===== src/rtl/lsbx_pkg.sv =====
package lsbx_pkg;

	// Widths of the configuration port and of the fixed payload fields.
	localparam int CFG_IDX_W  = 2;
	localparam int CFG_DATA_W = 32;
	localparam int BPC_W      = 4;
	localparam int MAXLEN_W   = 32;
	localparam int BYTE_W     = 8;

	// Register reset values.
	localparam logic [BPC_W-1:0]    BPC_RESET    = 4'd2;
	localparam logic [MAXLEN_W-1:0] MAXLEN_RESET = 32'd50000000;
	localparam logic [BPC_W-1:0]    BPC_MAX      = 4'd8;

	// Default width of the big-endian length header.
	localparam int LENGTH_BITS_DEF = 32;

	typedef enum logic [CFG_IDX_W-1:0] {
		CFG_BPC     = 2'd0,
		CFG_MAX_LEN = 2'd1,
		CFG_XOR_EN  = 2'd2,
		CFG_XOR_KEY = 2'd3
	} lsbx_cfg_idx_t;

	typedef enum logic [1:0] {
		PH_HEADER  = 2'd0,
		PH_PAYLOAD = 2'd1,
		PH_DONE    = 2'd2
	} lsbx_phase_t;

	typedef enum logic [1:0] {
		ST_DATA    = 2'd0,
		ST_BAD_LEN = 2'd1,
		ST_TRUNC   = 2'd2
	} lsbx_status_t;

	// Active configuration; bpc is already clamped to 1..8.
	typedef struct packed {
		logic [BPC_W-1:0]    bpc;
		logic [MAXLEN_W-1:0] max_length;
		logic                xor_enable;
		logic [BYTE_W-1:0]   xor_key;
	} lsbx_cfg_t;

	typedef struct packed {
		logic [BYTE_W-1:0] payload_byte;
		logic              last_byte;
		lsbx_status_t      status;
	} lsbx_result_t;

	// Mask of the n low bits of a byte, n in 0..8.
	function automatic logic [BYTE_W-1:0] low_mask(input logic [BPC_W-1:0] n);
		logic [BYTE_W:0] full;
		full = (9'd1 << n) - 9'd1;
		return full[BYTE_W-1:0];
	endfunction

endpackage


===== src/rtl/lsbx_cfg.sv =====
module lsbx_cfg (
	input  logic                           clk,
	input  logic                           arst_n,
	input  logic                           cfg_we,
	input  logic [lsbx_pkg::CFG_IDX_W-1:0]  cfg_index,
	input  logic [lsbx_pkg::CFG_DATA_W-1:0] cfg_wdata,
	output lsbx_pkg::lsbx_cfg_t            cfg
);
	import lsbx_pkg::*;

	logic [BPC_W-1:0]    bpc_q;
	logic [MAXLEN_W-1:0] max_length_q;
	logic                xor_enable_q;
	logic [BYTE_W-1:0]   xor_key_q;

	always_ff @(posedge clk or negedge arst_n) begin
		if (!arst_n) begin
			bpc_q        <= BPC_RESET;
			max_length_q <= MAXLEN_RESET;
			xor_enable_q <= 1'b0;
			xor_key_q    <= '0;
		end else if (cfg_we) begin
			unique case (lsbx_cfg_idx_t'(cfg_index))
				CFG_BPC:     bpc_q        <= cfg_wdata[BPC_W-1:0];
				CFG_MAX_LEN: max_length_q <= cfg_wdata[MAXLEN_W-1:0];
				CFG_XOR_EN:  xor_enable_q <= cfg_wdata[0];
				CFG_XOR_KEY: xor_key_q    <= cfg_wdata[BYTE_W-1:0];
				default: ;
			endcase
		end
	end

	// A zero bit count acts as one bit, anything above eight as eight.
	always_comb begin
		cfg.max_length = max_length_q;
		cfg.xor_enable = xor_enable_q;
		cfg.xor_key    = xor_key_q;
		priority if (bpc_q == '0) begin
			cfg.bpc = BPC_W'(1);
		end else if (bpc_q > BPC_MAX) begin
			cfg.bpc = BPC_MAX;
		end else begin
			cfg.bpc = bpc_q;
		end
	end

endmodule


===== src/rtl/lsbx_step.sv =====
module lsbx_step #(
	parameter int LENGTH_BITS = lsbx_pkg::LENGTH_BITS_DEF
) (
	input  logic                        clk,
	input  logic                        arst_n,
	input  logic                        fire,
	input  logic [lsbx_pkg::BYTE_W-1:0] pixel_byte,
	input  logic                        first_byte,
	input  logic                        final_pixel,
	input  lsbx_pkg::lsbx_cfg_t         cfg,
	output logic                        res_valid,
	output lsbx_pkg::lsbx_result_t      res
);
	import lsbx_pkg::*;

	localparam int HCW = $clog2(LENGTH_BITS + 1);

	lsbx_phase_t            phase_q, phase_cur, phase_nxt;
	logic [LENGTH_BITS-1:0] hdr_q, hdr_cur, hdr_new;
	logic [HCW-1:0]         hc_q, hc_cur, hc_new, hdr_rem;
	logic [BYTE_W-1:0]      bs_q, bs_cur, bs_new;
	logic [2:0]             bc_q, bc_cur, bc_new;
	logic [LENGTH_BITS-1:0] bl_q, bl_cur, bl_nxt, bl_dec;

	logic [BYTE_W-1:0]      bits, hdr_top, pay_src, pay_base, byte_raw;
	logic [BPC_W-1:0]       k_hdr, r_rest, pay_m, t_sum, t_over;
	logic [2*BYTE_W-1:0]    w;
	logic [2:0]             pay_bc;
	logic [MAXLEN_W-1:0]    len32;
	logic                   hdr_done, bad_len, complete, is_last, pre_done;

	// A first byte restarts extraction before the byte is used.
	always_comb begin
		if (first_byte) begin
			phase_cur = PH_HEADER;
			hdr_cur   = '0;
			hc_cur    = '0;
			bs_cur    = '0;
			bc_cur    = '0;
			bl_cur    = '0;
		end else begin
			phase_cur = phase_q;
			hdr_cur   = hdr_q;
			hc_cur    = hc_q;
			bs_cur    = bs_q;
			bc_cur    = bc_q;
			bl_cur    = bl_q;
		end
	end

	// Bit datapath: header fill, then payload byte packing.
	always_comb begin
		bits    = pixel_byte & low_mask(cfg.bpc);
		hdr_rem = HCW'(LENGTH_BITS) - hc_cur;
		k_hdr   = (hdr_rem < HCW'(cfg.bpc)) ? BPC_W'(hdr_rem) : cfg.bpc;
		r_rest  = cfg.bpc - k_hdr;
		hdr_top = bits >> r_rest;
		hdr_new = (hdr_cur << k_hdr) | LENGTH_BITS'(hdr_top);
		hc_new  = hc_cur + HCW'(k_hdr);
		hdr_done = (hc_new == HCW'(LENGTH_BITS));
		len32   = MAXLEN_W'(hdr_new);
		bad_len = (len32 == '0) || (len32 > cfg.max_length);

		// Bits left over after the header end start the first payload byte.
		if (phase_cur == PH_HEADER) begin
			pay_base = '0;
			pay_bc   = '0;
			pay_m    = (hdr_done && !bad_len) ? r_rest : '0;
			pay_src  = bits & low_mask(r_rest);
		end else begin
			pay_base = bs_cur;
			pay_bc   = bc_cur;
			pay_m    = cfg.bpc;
			pay_src  = bits;
		end
		w        = ({{BYTE_W{1'b0}}, pay_base} << pay_m) | {{BYTE_W{1'b0}}, pay_src};
		t_sum    = {1'b0, pay_bc} + pay_m;
		complete = (phase_cur == PH_PAYLOAD) && (t_sum >= BPC_W'(BYTE_W));
		t_over   = t_sum - BPC_W'(BYTE_W);
		byte_raw = BYTE_W'(w >> t_over);
		if (complete) begin
			bs_new = w[BYTE_W-1:0] & low_mask(t_over);
			bc_new = t_over[2:0];
		end else begin
			bs_new = w[BYTE_W-1:0];
			bc_new = t_sum[2:0];
		end
		bl_dec  = bl_cur - LENGTH_BITS'(1);
		is_last = (bl_dec == '0);
	end

	// Next phase.
	always_comb begin
		unique case (phase_cur)
			PH_HEADER:  pre_done = hdr_done && bad_len;
			PH_PAYLOAD: pre_done = complete && is_last;
			default:    pre_done = 1'b1;
		endcase
		if (phase_cur == PH_DONE) begin
			phase_nxt = PH_DONE;
		end else if (pre_done || final_pixel) begin
			phase_nxt = PH_DONE;
		end else if (phase_cur == PH_HEADER && !hdr_done) begin
			phase_nxt = PH_HEADER;
		end else begin
			phase_nxt = PH_PAYLOAD;
		end
	end

	// Result of this item, if any.
	always_comb begin
		res_valid        = 1'b0;
		res.payload_byte = '0;
		res.last_byte    = 1'b1;
		res.status       = ST_DATA;
		if (phase_cur != PH_DONE) begin
			priority if (phase_cur == PH_HEADER && hdr_done && bad_len) begin
				res_valid  = 1'b1;
				res.status = ST_BAD_LEN;
			end else if (final_pixel && !pre_done) begin
				res_valid  = 1'b1;
				res.status = ST_TRUNC;
			end else if (complete) begin
				res_valid        = 1'b1;
				res.payload_byte = cfg.xor_enable ? (byte_raw ^ cfg.xor_key) : byte_raw;
				res.last_byte    = is_last;
			end else begin
				res_valid = 1'b0;
			end
		end
	end

	always_comb begin
		if (phase_cur == PH_HEADER) begin
			bl_nxt = (hdr_done && !bad_len) ? hdr_new : bl_cur;
		end else if (complete) begin
			bl_nxt = bl_dec;
		end else begin
			bl_nxt = bl_cur;
		end
	end

	always_ff @(posedge clk or negedge arst_n) begin
		if (!arst_n) begin
			phase_q <= PH_HEADER;
			hdr_q   <= '0;
			hc_q    <= '0;
			bs_q    <= '0;
			bc_q    <= '0;
			bl_q    <= '0;
		end else if (fire) begin
			phase_q <= phase_nxt;
			if (phase_cur == PH_DONE) begin
				hdr_q <= hdr_cur;
				hc_q  <= hc_cur;
				bs_q  <= bs_cur;
				bc_q  <= bc_cur;
				bl_q  <= bl_cur;
			end else begin
				if (phase_cur == PH_HEADER) begin
					hdr_q <= hdr_new;
					hc_q  <= hc_new;
				end else begin
					hdr_q <= hdr_cur;
					hc_q  <= hc_cur;
				end
				bs_q <= bs_new;
				bc_q <= bc_new;
				bl_q <= bl_nxt;
			end
		end
	end

endmodule


===== src/rtl/lsbx_outreg.sv =====
module lsbx_outreg (
	input  logic                   clk,
	input  logic                   arst_n,
	input  logic                   load,
	input  lsbx_pkg::lsbx_result_t res,
	input  logic                   out_stall,
	output logic                   out_valid,
	output logic                   free,
	output lsbx_pkg::lsbx_result_t out_res
);
	import lsbx_pkg::*;

	logic         valid_q;
	lsbx_result_t res_q;

	assign free      = !valid_q || !out_stall;
	assign out_valid = valid_q;
	assign out_res   = res_q;

	always_ff @(posedge clk or negedge arst_n) begin
		if (!arst_n) begin
			valid_q <= 1'b0;
		end else if (load) begin
			valid_q <= 1'b1;
		end else if (!out_stall) begin
			valid_q <= 1'b0;
		end
	end

	always_ff @(posedge clk) begin
		if (load) begin
			res_q <= res;
		end
	end

endmodule


===== src/rtl/lsb_stego_payload_extractor_core.sv =====
// A pixel byte is registered in stage 1 and its result in the output register.
// Throughput: one pixel byte per cycle while no result is held back by a stalled output.
// At most one result per pixel byte; bytes that give no result never wait on the output side.
// Reset (arst_n low, asynchronous) empties both stages, loads the register defaults
// and returns extraction to the header phase.
module lsb_stego_payload_extractor_core #(
	parameter int LENGTH_BITS = lsbx_pkg::LENGTH_BITS_DEF
) (
	input  logic                           clk,
	input  logic                           arst_n,
	input  logic                           cfg_we,
	input  logic [lsbx_pkg::CFG_IDX_W-1:0]  cfg_index,
	input  logic [lsbx_pkg::CFG_DATA_W-1:0] cfg_wdata,
	input  logic                           in_valid,
	output logic                           in_stall,
	input  logic [lsbx_pkg::BYTE_W-1:0]    pixel_byte,
	input  logic                           first_byte,
	input  logic                           final_pixel,
	output logic                           out_valid,
	input  logic                           out_stall,
	output logic [lsbx_pkg::BYTE_W-1:0]    payload_byte,
	output logic                           last_byte,
	output logic [1:0]                     status
);
	import lsbx_pkg::*;

	// Stage 1 holds the accepted pixel byte. The step logic consumes it against the
	// extraction state and, when it produces a result, writes the output register in
	// the same cycle. A stage-1 item advances whenever it has no result or the output
	// register is free, so only a real result blocked downstream stalls the input.

	lsbx_cfg_t         cfg;
	lsbx_result_t      res, out_res;
	logic              res_valid, out_free, fire, in_accept;
	logic              valid_s1;
	logic [BYTE_W-1:0] pixel_byte_s1;
	logic              first_byte_s1;
	logic              final_pixel_s1;

	assign fire      = valid_s1 && (!res_valid || out_free);
	assign in_stall  = valid_s1 && !fire;
	assign in_accept = in_valid && !in_stall;

	always_ff @(posedge clk or negedge arst_n) begin
		if (!arst_n) begin
			valid_s1 <= 1'b0;
		end else if (in_accept) begin
			valid_s1 <= 1'b1;
		end else if (fire) begin
			valid_s1 <= 1'b0;
		end
	end

	always_ff @(posedge clk) begin
		if (in_accept) begin
			pixel_byte_s1  <= pixel_byte;
			first_byte_s1  <= first_byte;
			final_pixel_s1 <= final_pixel;
		end
	end

	lsbx_cfg u_cfg (
		.clk       (clk),
		.arst_n    (arst_n),
		.cfg_we    (cfg_we),
		.cfg_index (cfg_index),
		.cfg_wdata (cfg_wdata),
		.cfg       (cfg)
	);

	lsbx_step #(
		.LENGTH_BITS (LENGTH_BITS)
	) u_step (
		.clk         (clk),
		.arst_n      (arst_n),
		.fire        (fire),
		.pixel_byte  (pixel_byte_s1),
		.first_byte  (first_byte_s1),
		.final_pixel (final_pixel_s1),
		.cfg         (cfg),
		.res_valid   (res_valid),
		.res         (res)
	);

	// Each output transaction carries one payload byte or one error marker.
	lsbx_outreg u_outreg (
		.clk       (clk),
		.arst_n    (arst_n),
		.load      (fire && res_valid),
		.res       (res),
		.out_stall (out_stall),
		.out_valid (out_valid),
		.free      (out_free),
		.out_res   (out_res)
	);

	assign payload_byte = out_res.payload_byte;
	assign last_byte    = out_res.last_byte;
	assign status       = out_res.status;

`ifndef SYNTH
	// The input is only held back by a result waiting on a stalled output.
	a_stall_cause: assert property (@(posedge clk) disable iff (!arst_n)
		in_stall |-> (out_valid && out_stall))
		else $error("input stalled without a blocked output transaction");

	// Error and truncation results are always final and carry a zero byte.
	a_error_shape: assert property (@(posedge clk) disable iff (!arst_n)
		(out_valid && status != ST_DATA) |-> (last_byte && payload_byte == '0))
		else $error("error result not marked last or byte not zero");

	// A result only enters the output register from a valid stage-1 item.
	a_load_source: assert property (@(posedge clk) disable iff (!arst_n)
		(out_valid && !$past(out_valid)) |-> $past(valid_s1))
		else $error("output transaction appeared without a stage-1 item");
`endif

endmodule

===== config.mk =====
export PLATFORM = sky130hd
export DESIGN_NAME = lsb_stego_payload_extractor_core
export DESIGN_NICKNAME = d
export VERILOG_FILES = /design/src/rtl/lsbx_pkg.sv /design/src/rtl/lsbx_cfg.sv /design/src/rtl/lsbx_step.sv /design/src/rtl/lsbx_outreg.sv /design/src/rtl/lsb_stego_payload_extractor_core.sv
export SDC_FILE = /design/constraint.sdc
export NUM_CORES = 1
export LEC_CHECK = 0
export ABC_CLOCK_PERIOD_IN_PS = 15980
export BUFFER_PORTS_ARGS = -buffer_cell sky130_fd_sc_hd__buf_2
export CAP_MARGIN = 25
export CORE_MARGIN = 4
export CORE_UTILIZATION = 26
export DETAILED_ROUTE_END_ITERATION = 8
export SLEW_MARGIN = 40
export SYNTH_ARGS = -nofsm -noshare
export SYNTH_HDL_FRONTEND = slang
export SYNTH_SLANG_ARGS = --single-unit

===== constraint.sdc =====
create_clock -name clk -period 15.98 [get_ports clk]
set_input_delay 3.196 -clock clk [delete_from_list [all_inputs] [get_ports clk]]
set_output_delay 3.196 -clock clk [all_outputs]
set_load 0.05 [all_outputs]

* Word-level counts from Yosys, hierarchy flattened
Cells that the tools add are included.
** Storage, ports and cells
- Flip-flop bits (word level) :: 151
- Input port bits :: 49
- Output and inout bits :: 13
- Word-level logic and storage cells :: 132
** Operators by class
- Add/sub/neg operators :: 9
- Magnitude comparators :: 4
- Equal/unequal tests :: 8
- Shift operators :: 7
- Mux-type cells :: 41
- Bitwise gates (word level) :: 8
- Reductions and logical operators :: 36
** Operator list (count)
- $mux 32 :: 8
- $logic_not 32->1 :: 2
- $mux 8 :: 6
- $gt 32x32->1 :: 1
- $or 32x8->32 :: 1
- $shl 32x4->32 :: 1
- $sub 32x1->32 const B :: 1
- $and 8x8->8 :: 3
- $shl 1x4->8 const A :: 3
- $sub 8x1->8 const B :: 3
- $mux 4 :: 5
- $mux 6 :: 3
- $or 16x8->16 :: 1
- $shl 8x4->16 :: 1
- $shr 16x4->8 :: 1
- $logic_and 1x1->1 :: 12
- $mux 3 :: 4
- $mux 1 :: 10
- $logic_not 1->1 :: 8
- $mux 2 :: 4
- $reduce_and 2->1 :: 4
- $shr 8x4->8 :: 1
- $xor 8x8->8 :: 1
- $add 6x4->6 :: 1
- other kinds (20) :: 28

* Depth between registers and ports, before layout
- Depth in word-level cells :: 32
- Mapped depth :: 56
- Depth with buffers taken out :: 45

* Hierarchy
A second synthesis with hierarchy kept.
** Second synthesis, totals
- Cells, all modules :: 1669
- Area total of the unflattened synthesis :: 13748.2 um^2
** By module, submodules not included
- lsbx_step :: instances 1, cells each 1534, area each 11242.0 um^2, seq. area each 2077.0 um^2
- lsbx_cfg :: instances 1, cells each 103, area each 1759.2 um^2, seq. area each 1142.3 um^2
- lsb_stego_payload_extractor_core :: instances 1, cells each 18, area each 380.4 um^2, seq. area each 325.3 um^2
- lsbx_outreg :: instances 1, cells each 14, area each 366.6 um^2, seq. area each 355.3 um^2

* Worst setup path before layout
OpenSTA, ideal clock, no wires.
- Path kind :: register -> output
- Start :: reg first_byte_s1
- End :: out in_stall
- Data arrival time :: 10475 ps
- Data required time :: 12784 ps
- Path slack :: 2309 ps
- Stages on the path, launching flop included :: 49
- Buffers on the path :: 10
- Cells stage by stage :: edfxtp_1 clkbuf_1 clkinv_1 clkbuf_1 buf_1 buf_1 nand2_1 ha_1 xor2_1 inv_1 clkbuf_1 ha_1 o211ai_1 a31oi_1 a211o_1 buf_4 mux2i_4 buf_4 (+13 left out) o21a_1 o21ai_0 a21oi_1 nor2_1 o221ai_1 o31ai_1 nand2_1 or2_2 clkbuf_1 clkbuf_1 a21boi_0 ha_1 a21o_1 a21oi_1 xor2_4 a211o_1 nand3_1 nor2_1
** On the way
- Cells in the longest elaborated chain, start to end :: 28
- Elaborated cells between the ends (all ways) :: 46
- Those cells by class :: 5 x add/sub; 3 x order compare; 3 x eq/ne; 2 x shift; 14 x mux; 1 x bitwise; 18 x reduce/logical
** RTL lines
- from (decl) :: RTL line lsb_stego_payload_extractor_core.sv:37 : logic first_byte_s1;
- from (signal assigned) :: RTL line lsb_stego_payload_extractor_core.sv:57 : first_byte_s1 <= first_byte;
- $mux 6 :: RTL line lsbx_step.sv:34 : if (first_byte) begin
- $sub 6x6->6 :: RTL line lsbx_step.sv:54 : hdr_rem = HCW'(LENGTH_BITS) - hc_cur;
- $lt 6x4->1 :: RTL line lsbx_step.sv:55 : k_hdr = (hdr_rem < HCW'(cfg.bpc)) ? BPC_W'(hdr_rem) : cfg.bpc;
- $mux 4 :: RTL line lsbx_step.sv:55
- $sub 4x4->4 :: RTL line lsbx_step.sv:56 : r_rest = cfg.bpc - k_hdr;
- $shr 8x4->8 :: RTL line lsbx_step.sv:57 : hdr_top = bits >> r_rest;
- $or 32x8->32 :: RTL line lsbx_step.sv:58 : hdr_new = (hdr_cur << k_hdr) | LENGTH_BITS'(hdr_top);
- $gt 32x32->1 or $logic_not 32->1 (tied branches) :: RTL line lsbx_step.sv:62 : bad_len = (len32 == '0) || (len32 > cfg.max_length);
- (+12 left out)
- $mux 1 :: RTL line lsbx_step.sv:120 : end else if (final_pixel && !pre_done) begin
- $mux 1 :: RTL line lsbx_step.sv:117 : priority if (phase_cur == PH_HEADER && hdr_done && bad_len) begin
- $mux 1 * :: RTL line lsbx_step.sv:116 : if (phase_cur != PH_DONE) begin
- $logic_not 1->1 * :: RTL line lsb_stego_payload_extractor_core.sv:40 : assign fire = valid_s1 && (!res_valid || out_free);
- $logic_or 1x1->1 * :: RTL line lsb_stego_payload_extractor_core.sv:40
- $logic_and 1x1->1 * :: RTL line lsb_stego_payload_extractor_core.sv:40
- $logic_not 1->1 * :: RTL line lsb_stego_payload_extractor_core.sv:41 : assign in_stall = valid_s1 && !fire;
- $logic_and 1x1->1 * :: RTL line lsb_stego_payload_extractor_core.sv:41
- to (decl) :: RTL line lsb_stego_payload_extractor_core.sv:15 : output logic in_stall,
Every way passes the cells marked *; elsewhere a longest branch is shown, timed or not.

* Worst setup path in the final report
- Start :: reg u_step.hc_q[0]
- End :: out in_stall
** On the way
- Cells in the longest elaborated chain, start to end :: 28
- Elaborated cells between the ends (all ways) :: 36
- Those cells by class :: 4 x add/sub; 3 x order compare; 1 x eq/ne; 2 x shift; 9 x mux; 1 x bitwise; 16 x reduce/logical
** RTL lines
- from (decl) :: RTL line lsbx_step.sv:20 : logic [HCW-1:0] hc_q, hc_cur, hc_new, hdr_rem;
- from (signal assigned) :: RTL line lsbx_step.sv:155 : hc_q <= hc_cur;
- from (signal assigned) :: RTL line lsbx_step.sv:162 : hc_q <= hc_new;
- from (signal assigned) :: RTL line lsbx_step.sv:165 : hc_q <= hc_cur;
- $mux 6 * :: RTL line lsbx_step.sv:34
- $sub 6x6->6 :: RTL line lsbx_step.sv:54
- $lt 6x4->1 :: RTL line lsbx_step.sv:55
- $mux 4 :: RTL line lsbx_step.sv:55
- $sub 4x4->4 :: RTL line lsbx_step.sv:56
- $shr 8x4->8 :: RTL line lsbx_step.sv:57
- $or 32x8->32 :: RTL line lsbx_step.sv:58
- $gt 32x32->1 or $logic_not 32->1 (tied branches) :: RTL line lsbx_step.sv:62
- (+12 left out)
- $mux 1 :: RTL line lsbx_step.sv:120
- $mux 1 * :: RTL line lsbx_step.sv:117
- $mux 1 * :: RTL line lsbx_step.sv:116
- $logic_not 1->1 * :: RTL line lsb_stego_payload_extractor_core.sv:40
- $logic_or 1x1->1 * :: RTL line lsb_stego_payload_extractor_core.sv:40
- $logic_and 1x1->1 * :: RTL line lsb_stego_payload_extractor_core.sv:40
- $logic_not 1->1 * :: RTL line lsb_stego_payload_extractor_core.sv:41
- $logic_and 1x1->1 * :: RTL line lsb_stego_payload_extractor_core.sv:41
Marked as above.

==> metrics <==
Cell variety after synth 93; Overall Power 2.50 mW; Final Cycle Share just over 90%; top layer in use met4; Worst Path Arrival ~12 ns; initial antenna violation count 0; syn nets 1660; maximum vdd drop ~0.09 mV; total CTS buffers 17; relative max-transition margin 44.8%; ant diodes 0; worst-margin pin slew about 0.8 ns; sw frac 50.5%; IO buf count 61; top cell type's share of synthesized area 22.8%; synth warn 0; most frequent cell after synthesis nand2_1; r2r endpoint u_step.bl_q[31]; final antenna-violating net count 0; Hold Crit Endpoint u_step.bc_q[1]; Worst path max stage delay just under 0.8 ns; HP Start u_step.bc_q[1]; fin. max-slew vios 0; ys flop type dfrtp_1; dpl hpwl between 30000 and 40000 um; register area 3900 um2; area of the multi-input gates ~8300 um2; min-delay worst type reg -> reg; postcts setup bufs 0; sequential area share after synthesis 30.3%; clock sink count 151; Synth Register Bits 151; Setup Skew roughly 0.014 ns; Vias/cell ~5.6; final setup fails 0; wire per inst just over 20 um; Met2 Wirelength ~22000 um; R2R cell count 41; Mean Syn Cell Area between 8 and 9 um2; switching power between 1 and 1.5 mW; flop2flop setup slack ~4.3 ns; Pre-antenna DRT Iters 6; synth-to-layout area growth 11.8%; Slowest cell on crit path fa_1; Starting Density a little over a quarter; Final TNS setup 0 ns; Leak Pwr ~6.0 nW; Req. time, crit path ~13 ns; mapped cell area between 10000 and 15000 um2; I/O pins between 60 and 70; full die area about 53000 um2; routed vias 12.4k; Die Wd 230 um; Metal-1 WL between 15000 and 20000 um; DRC 0; post-layout minimum cycle time around 15 ns; Post-synth ARST share between 80% and 90%; H-tree depth 4; Synth area leaders dfrtp_1 (23%), mux2_2 (7.2%), nand2_1 (5.3%); Post-CTS Hold Buffers 0; Net count, final 1664; number of DRC markers in iteration 0 roughly 1.4k; number of synthesized flops with an enable pin 21; first-pass GRT wire length 71700 um; largest net degree at the start of global routing 86; Rows slightly above 80; CTS tree done; Clk pwr share between 10% and 20%; CP Class reg -> out; Layout Utilization 29.4%; Place WS 1.67 ns; combinational share of power around three fifths; FMAX 0.0680 GHz; clk buf depth 2; DIE HEIGHT 230 um; final hold violation count 0; core box area about 50000 um2; Final WS setup 1.27 ns; status finished clean; Filler cells ~5.2k; grt total ovfl 0; CTS clk-pin slew, worst paths around 0.07 ns; Placer Congestion 0.932; vias in the first global route 11.8k; layout cell share with drive strength beyond 1 around 17%; RSZ-0062 raised after global routing false; met3 WL approximately 3300 um; worst-path fanout max 39; clk_lat worst skew ~0.47 ns; WL final about 46000 um; Worst setup EP type output pin; Hold Path Depth 2; CP most frequent cell ha_1; most instantiated cells after synthesis nand2_1 (182), nor2_1 (119), dfrtp_1 (117); R2R Path Start u_step.hc_q[0]; Worst setup SP type flop; PD cells roughly 170 nW/um2; gr usage total ~17%; Clock Tree Root clkbuf_16; sequential share of power 24.9%; hold_ws 0.477 ns; synthesized instance count about 1.6k; # resized after CTS 0; area leader, netlist dfrtp_1; internal power approximately 1.2 mW; maxcap violations 0
==> final cells by class <==
cell class / instances / share of cell area [%]
clock inverters: 15 / 0.836
clock buffers: 17 / 2.96
multi-input cells: 1222 / 57.5
inverters: 78 / 2.04
repair buffers: 91 / 3.76
flip-flops and latches: 151 / 27.1
well taps: 664 / 5.78
==> power by group through the flow <==
stage                     combinational (mW)  clock, mW  sequential, mW
after floorplan                         1.06          0           0.565
after global placement                  1.44          0           0.624
after detailed placement                1.45          0           0.625
after CTS                               1.46      0.403           0.619
after global routing                    1.63      0.416           0.636
final                                   1.48      0.392           0.623
==> metal layers <==
| metal | up-vias | GRT usage [%] |
|---|---|---|
| met4 | 0 | 6.26 |
| met5 | - | 0 |
| met3 | 89 | 3.49 |
| met1 | 6056 | 23.0 |
| met2 | 534 | 27.6 |
| li1 | 5754 | - |
==> layout by cell type (no fill, tap or decap), drive strengths merged, types with 17 or more instances in the layout <==
cell type,count
o22ai,33
buf,91
nand3,43
nor4,17
mux2i,68
xnor2,20
nor2b,25
edfxtp,21
o21ai,121
inv,81
nor3,40
a31oi,24
mux2,82
ha,51
a21oi,112
nand2,184
nor2,119
clkbuf,17
dfrtp,117
==> worst max-delay path by stage <==
stage	startpoint	end	slack (ns)	cells past startpoint
after floorplan	first_byte_s1	in_stall	2.31	48
after global placement	u_step.hc_q[0]	in_stall	1.89	38
after detailed placement	u_step.hc_q[0]	in_stall	1.67	38
after CTS	u_step.hc_q[0]	in_stall	1.09	38
after global routing	u_step.hc_q[0]	in_stall	0.27	41
final	u_step.hc_q[0]	in_stall	1.27	41
==> metrics by stage <==
stage | instances | area [um2]
CTS | 2238 | 14400
global placement | 2206 | 13800
detailed placement | 2206 | 13800
global route | 2238 | 14400
finish | 2238 | 14400
floorplan | 1557 | 12900
==> cells by family (layout without fill, tap and decap cells) <==
group	Yosys count	in the layout	share of synthesized area, %
AO/OA/AOI/OAI	477	477	24.5
buffers and inverters	184	201	5.89
AND/OR/NAND/NOR	506	506	18.5
XOR/XNOR	31	31	2.26
other	1	1	0.0292
adder cells (fa/ha/maj)	54	54	5.43
flip-flops	151	151	30.3
multiplexers	153	153	13.1
==> sequential cells by signal, summed over array words and instances (netlist names) <==
register            flops
u_cfg.max_length_q     32
u_step.bl_q            32
u_step.hdr_q           32
u_outreg.out_res       11
pixel_byte_s1           8
u_cfg.xor_key_q         8
u_step.bs_q             8
u_step.hc_q             6
u_cfg.bpc_q             4
u_step.bc_q             3
u_step.phase_q          2
final_pixel_s1          1
first_byte_s1           1
u_cfg.xor_enable_q      1
u_outreg.out_valid      1
valid_s1                1
==> worst max-delay path, delay by kind of cell (launching register included) <==
kind | cells | cell delay, ns
buffers and inverters | 7 | 1.73
multiplexers | 2 | 0.64
adder cells (fa/ha/maj) | 6 | 2.13
AND/OR/NAND/NOR | 7 | 1.56
AO/OA/AOI/OAI | 17 | 3.47
XOR/XNOR | 2 | 0.95
flip-flops | 1 | 0.55
No activity file was read; power rests on OpenSTA's default activity.
